--- src/rtl/sot_pkg.sv ---
// ----------------------------------------------------------------------------
// sot_pkg: shared types, constants and tables of the shape tessellator
// Sine quarter-wave ROM, secant table for polygon inset, angle step tables,
// and the command/status records between the controller and the datapath.
// ----------------------------------------------------------------------------
package sot_pkg;

  localparam int MaxSides      = 16;
  localparam int SineTableBits = 10;
  localparam int QtrEntries    = 1 << (SineTableBits - 2);
  localparam int RomIdxW       = SineTableBits - 1;
  localparam int CntW          = $clog2(MaxSides + 2);
  localparam int CoordW        = 32;
  localparam int TrigW         = 18;
  localparam int ProdW         = TrigW + CoordW;
  localparam int SecW          = 33;

  localparam longint unsigned PiQ30     = 64'd3373259426;
  localparam longint unsigned PiHalfQ30 = 64'd1686629713;

  typedef logic [16:0]       sine_rom_t [QtrEntries + 1];
  typedef logic [SecW-1:0]   sec_tab_t  [MaxSides + 1];
  typedef logic [15:0]       quot_tab_t [MaxSides + 1];
  typedef logic [CntW-1:0]   rem_tab_t  [MaxSides + 1];

  // Q30 Taylor series of sine, terms truncated as they are formed
  function automatic longint unsigned sin_q30(input longint unsigned x);
    longint unsigned x2;
    longint unsigned t;
    longint          acc;
    x2  = (x * x) >> 30;
    t   = x;
    acc = longint'(x);
    t = ((t * x2) >> 30) / 6;   acc = acc - longint'(t);
    t = ((t * x2) >> 30) / 20;  acc = acc + longint'(t);
    t = ((t * x2) >> 30) / 42;  acc = acc - longint'(t);
    t = ((t * x2) >> 30) / 72;  acc = acc + longint'(t);
    t = ((t * x2) >> 30) / 110; acc = acc - longint'(t);
    t = ((t * x2) >> 30) / 156; acc = acc + longint'(t);
    if (acc < 0) acc = 0;
    if (acc > (64'sd1 << 30)) acc = 64'sd1 << 30;
    return longint'(acc);
  endfunction

  function automatic sine_rom_t build_sine_rom();
    sine_rom_t       rom;
    longint unsigned x;
    for (int k = 0; k <= QtrEntries; k++) begin
      x      = (longint'(k) * PiHalfQ30) >> (SineTableBits - 2);
      rom[k] = 17'((sin_q30(x) + 64'd8192) >> 14);
    end
    return rom;
  endfunction

  // cos(pi/N) in Q30, one per legal side count
  localparam longint unsigned CosQ30N3  = sin_q30(PiHalfQ30 - PiQ30 / 64'd3);
  localparam longint unsigned CosQ30N4  = sin_q30(PiHalfQ30 - PiQ30 / 64'd4);
  localparam longint unsigned CosQ30N5  = sin_q30(PiHalfQ30 - PiQ30 / 64'd5);
  localparam longint unsigned CosQ30N6  = sin_q30(PiHalfQ30 - PiQ30 / 64'd6);
  localparam longint unsigned CosQ30N7  = sin_q30(PiHalfQ30 - PiQ30 / 64'd7);
  localparam longint unsigned CosQ30N8  = sin_q30(PiHalfQ30 - PiQ30 / 64'd8);
  localparam longint unsigned CosQ30N9  = sin_q30(PiHalfQ30 - PiQ30 / 64'd9);
  localparam longint unsigned CosQ30N10 = sin_q30(PiHalfQ30 - PiQ30 / 64'd10);
  localparam longint unsigned CosQ30N11 = sin_q30(PiHalfQ30 - PiQ30 / 64'd11);
  localparam longint unsigned CosQ30N12 = sin_q30(PiHalfQ30 - PiQ30 / 64'd12);
  localparam longint unsigned CosQ30N13 = sin_q30(PiHalfQ30 - PiQ30 / 64'd13);
  localparam longint unsigned CosQ30N14 = sin_q30(PiHalfQ30 - PiQ30 / 64'd14);
  localparam longint unsigned CosQ30N15 = sin_q30(PiHalfQ30 - PiQ30 / 64'd15);
  localparam longint unsigned CosQ30N16 = sin_q30(PiHalfQ30 - PiQ30 / 64'd16);

  localparam sine_rom_t SineRom  = build_sine_rom();

  // secant in Q30, zero below three sides
  localparam sec_tab_t  SecTab   = '{
    SecW'(0), SecW'(0), SecW'(0),
    SecW'((64'd1 << 60) / CosQ30N3),  SecW'((64'd1 << 60) / CosQ30N4),
    SecW'((64'd1 << 60) / CosQ30N5),  SecW'((64'd1 << 60) / CosQ30N6),
    SecW'((64'd1 << 60) / CosQ30N7),  SecW'((64'd1 << 60) / CosQ30N8),
    SecW'((64'd1 << 60) / CosQ30N9),  SecW'((64'd1 << 60) / CosQ30N10),
    SecW'((64'd1 << 60) / CosQ30N11), SecW'((64'd1 << 60) / CosQ30N12),
    SecW'((64'd1 << 60) / CosQ30N13), SecW'((64'd1 << 60) / CosQ30N14),
    SecW'((64'd1 << 60) / CosQ30N15), SecW'((64'd1 << 60) / CosQ30N16)
  };

  // quotient and remainder of a full turn over N
  localparam quot_tab_t QuotTab  = '{
    16'd0, 16'd0, 16'd0,
    16'(65536 / 3),  16'(65536 / 4),  16'(65536 / 5),  16'(65536 / 6),
    16'(65536 / 7),  16'(65536 / 8),  16'(65536 / 9),  16'(65536 / 10),
    16'(65536 / 11), 16'(65536 / 12), 16'(65536 / 13), 16'(65536 / 14),
    16'(65536 / 15), 16'(65536 / 16)
  };

  localparam rem_tab_t  RemTab   = '{
    CntW'(0), CntW'(0), CntW'(0),
    CntW'(65536 % 3),  CntW'(65536 % 4),  CntW'(65536 % 5),  CntW'(65536 % 6),
    CntW'(65536 % 7),  CntW'(65536 % 8),  CntW'(65536 % 9),  CntW'(65536 % 10),
    CntW'(65536 % 11), CntW'(65536 % 12), CntW'(65536 % 13), CntW'(65536 % 14),
    CntW'(65536 % 15), CntW'(65536 % 16)
  };

  typedef enum logic [2:0] {
    TRI_FAN_OUT,
    TRI_FAN_IN,
    TRI_RING_A,
    TRI_RING_B,
    TRI_NOGEO
  } tri_sel_e;

  typedef struct packed {
    logic     capture;
    logic     setup_a;
    logic     setup_b;
    logic     setup_c;
    logic     pass_start;
    logic     pt_ang;
    logic     pt_mul;
    logic     pt_wr;
    logic     load;
    tri_sel_e tri_sel;
    logic     mesh;
    logic     last;
  } sot_cmd_t;

  typedef struct packed {
    logic valid;
    logic collapsed;
    logic outl_act;
    logic fill;
    logic first_vtx;
    logic pass_done;
    logic out_free;
  } sot_stat_t;

endpackage

--- src/rtl/sot_ctrl.sv ---
// ----------------------------------------------------------------------------
// sot_ctrl: tessellator sequencer
// Runs setup, then one or two vertex passes, issuing triangle loads.
// ----------------------------------------------------------------------------
module sot_ctrl (
  input  logic               clk_i,
  input  logic               rst_ni,
  input  logic               in_tvalid_i,
  output logic               in_tready_o,
  input  sot_pkg::sot_stat_t stat_i,
  output sot_pkg::sot_cmd_t  cmd_o
);

  typedef enum logic [3:0] {
    ST_IDLE, ST_SET_A, ST_SET_B, ST_SET_C, ST_PLAN,
    ST_PT_ANG, ST_PT_MUL, ST_PT_WR, ST_EMIT_A, ST_EMIT_B, ST_NO_GEO
  } state_e;

  typedef enum logic [1:0] {
    PASS_FAN_OUT, PASS_RING, PASS_FAN_IN
  } pass_e;

  state_e state_q;
  pass_e  pass_q;
  logic   mesh_q, final_q;

  assign in_tready_o = (state_q == ST_IDLE);

  always_comb begin
    cmd_o            = '0;
    cmd_o.tri_sel    = sot_pkg::TRI_NOGEO;
    cmd_o.mesh       = mesh_q;
    cmd_o.capture    = in_tvalid_i && (state_q == ST_IDLE);
    cmd_o.setup_a    = (state_q == ST_SET_A);
    cmd_o.setup_b    = (state_q == ST_SET_B);
    cmd_o.setup_c    = (state_q == ST_SET_C);
    cmd_o.pt_ang     = (state_q == ST_PT_ANG);
    cmd_o.pt_mul     = (state_q == ST_PT_MUL);
    cmd_o.pt_wr      = (state_q == ST_PT_WR);
    case (state_q)
      ST_PLAN: cmd_o.pass_start = 1'b1;
      ST_EMIT_A: begin
        cmd_o.load = stat_i.out_free;
        case (pass_q)
          PASS_RING:   cmd_o.tri_sel = sot_pkg::TRI_RING_A;
          PASS_FAN_IN: cmd_o.tri_sel = sot_pkg::TRI_FAN_IN;
          default:     cmd_o.tri_sel = sot_pkg::TRI_FAN_OUT;
        endcase
        cmd_o.last = final_q && (pass_q != PASS_RING) && stat_i.pass_done;
      end
      ST_EMIT_B: begin
        cmd_o.load       = stat_i.out_free;
        cmd_o.tri_sel    = sot_pkg::TRI_RING_B;
        cmd_o.last       = final_q && stat_i.pass_done;
        cmd_o.pass_start = stat_i.out_free && stat_i.pass_done && !final_q;
      end
      ST_NO_GEO: begin
        cmd_o.load = stat_i.out_free;
        cmd_o.mesh = 1'b0;
        cmd_o.last = 1'b1;
      end
      default: ;
    endcase
  end

  always_ff @(posedge clk_i or negedge rst_ni) begin
    if (!rst_ni) begin
      state_q <= ST_IDLE;
      pass_q  <= PASS_FAN_OUT;
      mesh_q  <= 1'b0;
      final_q <= 1'b0;
    end else begin
      case (state_q)
        ST_IDLE:  if (in_tvalid_i) state_q <= ST_SET_A;
        ST_SET_A: state_q <= ST_SET_B;
        ST_SET_B: state_q <= ST_SET_C;
        ST_SET_C: state_q <= ST_PLAN;
        ST_PLAN: begin
          if (!stat_i.valid || (!stat_i.outl_act && !stat_i.fill)) begin
            state_q <= ST_NO_GEO;
          end else begin
            state_q <= ST_PT_ANG;
            if (stat_i.outl_act && !stat_i.collapsed) begin
              pass_q  <= PASS_RING;
              mesh_q  <= 1'b1;
              final_q <= !stat_i.fill;
            end else begin
              pass_q  <= PASS_FAN_OUT;
              mesh_q  <= stat_i.outl_act;
              final_q <= 1'b1;
            end
          end
        end
        ST_PT_ANG: state_q <= ST_PT_MUL;
        ST_PT_MUL: state_q <= ST_PT_WR;
        ST_PT_WR:  state_q <= stat_i.first_vtx ? ST_PT_ANG : ST_EMIT_A;
        ST_EMIT_A: begin
          if (stat_i.out_free) begin
            if (pass_q == PASS_RING)   state_q <= ST_EMIT_B;
            else if (stat_i.pass_done) state_q <= ST_IDLE;
            else                       state_q <= ST_PT_ANG;
          end
        end
        ST_EMIT_B: begin
          if (stat_i.out_free) begin
            if (stat_i.pass_done && final_q) begin
              state_q <= ST_IDLE;
            end else if (stat_i.pass_done) begin
              pass_q  <= PASS_FAN_IN;
              mesh_q  <= 1'b0;
              final_q <= 1'b1;
              state_q <= ST_PT_ANG;
            end else begin
              state_q <= ST_PT_ANG;
            end
          end
        end
        ST_NO_GEO: if (stat_i.out_free) state_q <= ST_IDLE;
        default:   state_q <= ST_IDLE;
      endcase
    end
  end

endmodule

--- config.mk ---
export PLATFORM = sky130hd
export DESIGN_NAME = sot_ctrl
export DESIGN_NICKNAME = d
export VERILOG_FILES = /design/src/rtl/sot_pkg.sv /design/src/rtl/sot_ctrl.sv
export SDC_FILE = /design/constraint.sdc
export NUM_CORES = 1
export LEC_CHECK = 0
export BUFFER_PORTS_ARGS = -buffer_cell sky130_fd_sc_hd__buf_2
export CAP_MARGIN = 20
export CORE_UTILIZATION = 40
export CTS_CLUSTER_DIAMETER = 100
export DETAILED_ROUTE_END_ITERATION = 6
export PLACE_DENSITY = 0.67
export SYNTH_ARGS = -nofsm -noshare
export SYNTH_HDL_FRONTEND = slang
export SYNTH_SLANG_ARGS = --single-unit
--- constraint.sdc ---
create_clock -name clk_i -period 3.1 [get_ports clk_i]
set_input_delay 0.155 -clock clk_i [delete_from_list [all_inputs] [get_ports clk_i]]
set_output_delay 0.155 -clock clk_i [all_outputs]
set_load 0.02 [all_outputs]
==> results of run 1 <==
==> per-stage QoR <==
stage | instances | utilization, % | hold WS, ns | power (mW) | worst slack, ns
after floorplan | 87 | - | -0.141 | 0.577 | 1.36
after global placement | 121 | 51.1 | 0.00651 | 0.689 | 1.25
after detailed placement | 121 | 51.1 | 0.00803 | 0.684 | 1.21
after CTS | 125 | 53.2 | 0.165 | 0.770 | 1.06
after global routing | 125 | 53.2 | 0.168 | 0.829 | 1.01
final | 125 | 53.2 | 0.168 | 0.769 | 1.06
==> where the power goes <==
group	total [mW]	internal, mW	switching (mW)
sequential	0.249	0.148	0.101
combinational	0.437	0.176	0.261
clock	0.0823	0.0445	0.0379
total	0.769	0.369	0.400
==> layout make-up <==
class | count | area (µm²) | share of cell area (%)
clock buffers | 3 | 22.5 | 2.74
repair buffers | 25 | 130 | 15.9
multi-input cells | 69 | 433 | 52.7
well taps | 16 | 20.0 | 2.44
inverters | 4 | 15.0 | 1.83
flip-flops and latches | 8 | 200 | 24.4
==> critical path, stage by stage (launching register included) <==
cell and delay [ns]:
dfrtp_1 0.51, nand2b_4 0.21, or4b_4 0.54, a21oi_1 0.17
buf_2 0.19
==> timing repair <==
| item | CTS | global route |
|---|---|---|
| setup endpoints to repair | 0 | 0 |
| hold buffers | 1 | 0 |
| endpoints found under the hold margin | 8 | 0 |
==> cell usage after synthesis, drive strengths merged (2+ instances only) <==
cell / n
nor2: 11
nand2: 10
dfrtp: 8
a21oi: 7
buf: 4
inv: 4
nor3: 4
o21ai: 4
nand2b: 3
nand3: 3
a31oi: 2
clkbuf: 2
mux2: 2
nor2b: 2
o31ai: 2
or2: 2
==> worst max-delay path by stage <==
stage / endpoint / startpoint / slack [ns]
3_5_place_dp: pass_q[0] / state_q[2] / 1.21
2_1_floorplan: cmd_o[13] / state_q[1] / 1.36
6_report: cmd_o[9] / state_q[2] / 1.06
3_3_place_gp: pass_q[0] / state_q[3] / 1.25
5_1_grt: cmd_o[9] / state_q[2] / 1.01
4_1_cts: cmd_o[9] / state_q[2] / 1.06
==> flip-flops by register name (all words and copies together) (netlist names) <==
name / count
final_q: 1
mesh_q: 1
pass_q: 2
state_q: 4
==> routing by layer <==
| layer | vias up | global-route usage, % | wire length (µm) |
|---|---|---|---|
| li1 | 356 | - | - |
| met1 | 348 | 27.4 | 819 |
| met2 | 17 | 27.8 | 798 |
| met3 | 0 | 7.66 | 82 |
| met4 | 0 | 3.64 | 0 |
| met5 | - | 0 | 0 |
==> cell usage in the layout, fill, tap and decap left out, drive strengths merged, types with 2 or more instances in the layout <==
cell / n
a21oi: 7
a31oi: 2
buf: 24
clkbuf: 3
dfrtp: 8
inv: 4
mux2: 2
nand2: 10
nand2b: 3
nand3: 3
nor2: 11
nor2b: 2
nor3: 4
o21ai: 4
o31ai: 2
or2: 2
==> kinds of logic (layout without fill, tap and decap cells) <==
logic type,count (synthesis),in the layout
DFF,8,8
buffers and inverters,10,32
xor gates and xnor gates,1,1
and+or+nand+nor,42,42
AOI/OAI and AO/OA,23,23
muxes,3,3
==> metrics.cfg, run 1 <==
[global_routing]
grt_pass1_wl_um = 2680
grt_antenna_before_repair = 0
grt_pass1_vias = 605
grt_max_degree = 19
grt_usage_pct = 19.3
overflow = 0

[logic_synthesis]
synth-adder-area-share_pct = 0
syn_avg_cell_area_um2 = 7.77
ys_seq_elements = 8
synth_edf_count = 0
synth_top_area_cell = dfrtp_1
syn_area_um2 = 676
ys_types = 40
synth_compound_area_share_pct = 24.1
synth_mux_area_share_pct = 4.81
synth_area_leaders = dfrtp_1 30%, nor2_1 6.1%, nand2_1 5.6%
synth_top_family_by_area = simple AND/OR/NAND/NOR gates
syn_nets = 97
ys_warn_count = 0
synthCells = 87
synth_top_area_share_pct = 29.6
ys_seq_area_share_pct = 29.6
synthArstFlopShare_pct = 100
synth_simple_gate_area_share_pct = 33.9
synth_xor_xnor_area_share_pct = 1.30
synthFlopType = dfrtp_1

[clock_tree]
root_buffer = clkbuf_4
clk_latency_ns = 0.26
cts_made_buffers = 3
clock_path_buffers = 2
tritoncts = yes
cts.sinks = 8
post_cts_buffers = 0
cts_resized = 0
clk_pin_slew_ns = 0.05
cts_max_level = 1

[timing]
hold_viol_final = 0
finalClockSkew_ns = 0.00861
setup_viol = 0
period_needed_ns = 2.04
tns_ns = 0
fin_crit_sh_pct = 65.8
relSlewSlack_pct = 67.6
max_freq_ghz = 0.490
grt_setup_unrepaired = no
finalMaxSlewViolations = 0
max_slew.worst_pin.slew_ns = 0.485

[cells_and_area]
nets = 121
drive_gt1_share_pct = 30.3
diodes = 0
synthToLayoutAreaGrowth_pct = 21.5
stdcell_area_um2 = 821
fill_cells = 154

[route]
wl_per_cell_um = 13.6
ant_nets = 0
vias = 721
drt_iter0_drc = 30
firstDrtPassIters = 4
drc = 0
vias_per_cell = 5.77
totalWireLength_um = 1700

[floorplanning]
initial_core_util_pct = 43.8
core_um2 = 1540
die_h_um = 43.1
num_rows = 14
io_pins = 25
die_area_um2 = 1860
die_x_um = 43.1

[setup_path]
endpoint_kind = output pin
rrSetupSlack_ns = 1.19
crit_fanout = 13
r2r_start = state_q[2]
start_kind = flip-flop
rr_endpoint = pass_q[0]
required_ns = 2.94
crit_type = reg2out
arrival_ns = 1.89
reg2reg_depth = 4

[placed_design]
portBuffers = 24
gp_congestion = 0.840
place_area_um2 = 788
hpwl_um = 1300

[flow_run]
max_cap_viol_count = 0

[status]
status = finished clean

[power]
cellLeakagePower_nw = 0.377
pwr_density_cell_nw_per_um2 = 937
vdd_drop_max_mv = 0.533

[hold_path]
holdPathStages = 3
min_path_type = in2reg
hp-start = stat_i[4]
holdPathEnd = mesh_q

Note: power is estimated with default switching activity, not from simulation.
==> run 2, diff against run 1 <==
--- a/config.mk
+++ b/config.mk
@@ -5,12 +5,13 @@
 export SDC_FILE = /design/constraint.sdc
 export NUM_CORES = 1
 export LEC_CHECK = 0
+export ABC_AREA = 1
 export BUFFER_PORTS_ARGS = -buffer_cell sky130_fd_sc_hd__buf_2
 export CAP_MARGIN = 20
 export CORE_UTILIZATION = 40
 export CTS_CLUSTER_DIAMETER = 100
 export DETAILED_ROUTE_END_ITERATION = 6
-export PLACE_DENSITY = 0.67
+export PLACE_DENSITY = 0.7
 export SYNTH_ARGS = -nofsm -noshare
 export SYNTH_HDL_FRONTEND = slang
 export SYNTH_SLANG_ARGS = --single-unit
==> constraint.sdc (replaced) <==
create_clock -name clk_i -period 1.8 [get_ports clk_i]
set_input_delay 0.09 -clock clk_i [delete_from_list [all_inputs] [get_ports clk_i]]
set_output_delay 0.09 -clock clk_i [all_outputs]
set_load 0.02 [all_outputs]
==> metrics.cfg, run 2 <==
[hold_path]
min_path_type = in2reg
hp-start = stat_i[0]

[clock_tree]
clk_latency_ns = 0.27  ; about the same
root_buffer = clkbuf_4
cts_made_buffers = 3  ; unchanged
clock_path_buffers = 2  ; unchanged
post_cts_buffers = 0  ; unchanged
cts.sinks = 8  ; unchanged
clk_pin_slew_ns = 0.07  ; +0.02 ns
cts_max_level = 1  ; unchanged
tritoncts = yes

[power]
vdd_drop_max_mv = 0.718  ; +35%
cellLeakagePower_nw = 0.495  ; +31%
finalPower_mw = 1.32  ; +72%
pwr_density_cell_nw_per_um2 = 1610  ; +72%

[placed_design]
hpwl_um = 1360  ; +4.5%
gp_congestion = 0.863  ; +2.7%
place_area_um2 = 785  ; -0.48%
portBuffers = 24  ; unchanged
dp_slack_ns = 0.328  ; -0.886 ns

[logic_synthesis]
synthTopCellsByCount = 28 x nand2_1, 17 x inv_1, 16 x nor2_1
synthCells = 105  ; +21%
ys_seq_area_share_pct = 31.1  ; +1.4 points
ys_types = 19  ; -53%
syn_avg_cell_area_um2 = 6.14  ; -21%
syn_nets = 115  ; +19%
synth_top_area_share_pct = 31.1  ; +1.4 points
synth_edf_count = 0  ; unchanged
synth_top_area_cell = dfrtp_1
synthFlopType = dfrtp_1
ys_seq_elements = 8  ; unchanged
ys_warn_count = 0  ; unchanged
syn_area_um2 = 644  ; -4.6%
synth_area_leaders = dfrtp_1 31%, nand2_1 16%, inv_1 9.9%
synthArstFlopShare_pct = 100  ; unchanged
yosysMostFrequentCell = nand2_1

[cells_and_area]
final_common_cell = nand2_1
final_cell_mix = 28 x nand2_1, 24 x buf_2, 17 x inv_1
reg_top3 = state_q: 4 flops, pass_q: 2 flops
stdcell_area_um2 = 822  ; +0.15%
nets = 145  ; +20%
largest_register_ffs = 4  ; unchanged
diodes = 0  ; unchanged
regMostFlops = state_q
synthToLayoutAreaGrowth_pct = 27.6
drive_gt1_share_pct = 28.6  ; -1.7 points

[global_routing]
overflow = 0  ; unchanged
grt_usage_pct = 21.8  ; +2.5 points
grt_pass1_wl_um = 2880  ; +7.5%
grt_antenna_before_repair = 0  ; unchanged
grt_max_degree = 9  ; -10
grt_pass1_vias = 676  ; +12%

[status]
status = finished clean

[setup_path]
r2r_start = state_q[3]
crit_chain = inv_1 -> nand2_2 -> nor2_4 -> inv_1 -> o31ai_1 -> buf_2
required_ns = 1.71  ; -1.23 ns
start_kind = flip-flop
crit_type = reg2out
cp_num_buf_inv = 3  ; +2
endpoint_kind = output pin
cpMostUsedCell = inv_1
crit_fanout = 6  ; -7
path_delay_family = buffers and inverters
arrival_ns = 1.60  ; -0.29 ns
slowest_delay_ns = 0.42  ; -0.12 ns
cp-startpoint = state_q[1]
critPathSlowestCell = dfrtp_1

[timing]
grt_setup_unrepaired = no
finalClockSkew_ns = 0.00846  ; -0.000147 ns
worst_slack_ns = 0.107  ; -0.953 ns
period_needed_ns = 1.69
tns_ns = 0  ; unchanged
setup_viol = 0  ; unchanged
relSlewSlack_pct = 83.4  ; +16 points
hold_viol_final = 0  ; unchanged
finalMaxSlewViolations = 0  ; unchanged
max_freq_ghz = 0.591
fin_crit_sh_pct = 94.0
max_slew.worst_pin.slew_ns = 0.247  ; -0.238 ns

[floorplanning]
die_h_um = 42.1  ; -2.2%
initial_core_util_pct = 42.8  ; -1.1 points
io_pins = 25  ; unchanged
core_um2 = 1510  ; -2.3%
die_area_um2 = 1780  ; -4.4%
num_rows = 14  ; unchanged
die_x_um = 42.1  ; -2.2%

[route]
vias_per_cell = 5.11  ; -11%
drc = 0  ; unchanged
wl_per_cell_um = 11.5  ; -16%
totalWireLength_um = 1710  ; +0.47%
drt_iter0_drc = 31  ; +3.3%
vias = 761  ; +5.5%
ant_nets = 0  ; unchanged
firstDrtPassIters = 4  ; unchanged

[flow_run]
max_cap_viol_count = 0  ; unchanged

[run 2: cell types whose count changed in the layout (fill, tap and decap cells not counted), moves of 3 or more]
cell | previous run | this run
o21ai_0 | 1 | 4
nor2_1 | 11 | 16
inv_1 | 3 | 17
nand2_1 | 10 | 28
nand3_1 | 3 | 7
nor2_2 | 0 | 3
[run 2: path summary, 6_finish.rpt]
| path | to | slack, ns | cells after the start |
|---|---|---|---|
| max | cmd_o[2] | 0.11 | 6 |
| min | state_q[1] | 0.08 | 2 |
| max reg2reg | mesh_q | 0.46 | 7 |
| min reg2reg | pass_q[1] | 0.48 | 2 |
| max in group asynchronous | pass_q[1] | 1.40 | 2 |
| min in group asynchronous | pass_q[0] | 0.22 | 2 |
[run 2: layer usage]
metal	routed length, µm	vias up	track usage [%]
li1	-	386	-
met3	112	2	7.76
met4	11	0	5.63
met5	0	-	0
met1	788	343	29.2
met2	796	30	33.4
[run 2: repair_timing]
item	4_1_cts	5_1_grt
gates resized for setup	0	1
hold buffers	1	0
endpoints found under the hold margin	8	0
setup endpoints to repair	0	3
[run 2: cells by family (layout without fill, tap and decap cells)]
family | after synthesis | in the layout | share of synthesized area [%]
simple gates | 63 | 63 | 43.9
buf+inv | 18 | 46 | 10.5
compound gates | 16 | 16 | 14.6
flops | 8 | 8 | 31.1
[run 2: final cells by class]
| cell class | instances | area, µm² |
|---|---|---|
| Fill cell | 157 | 684 |
| Tap cell | 16 | 20.0 |
| Timing Repair Buffer | 25 | 130 |
| Clock buffer | 3 | 22.5 |
| Multi-Input combinational cell | 79 | 382 |
| Inverter | 18 | 67.6 |
| Sequential cell | 8 | 200 |
[run 2: report_power, final]
group          switching, mW  total [mW]  internal [mW]  leakage, nW
Combinational          0.561       0.828          0.267        0.380
Sequential            0.0840       0.346          0.262        0.101
Clock                 0.0733       0.150         0.0771       0.0138
[run 2: stage by stage]
step / instances / util, % / hold slack, ns
after global placement: 145 / 52.1 / -0.0540
final: 149 / 54.6 / 0.0848
after global routing: 149 / 54.6 / 0.0796
after detailed placement: 145 / 52.1 / -0.0512
after floorplan: 105 / - / -0.206
after CTS: 149 / 54.2 / 0.0784
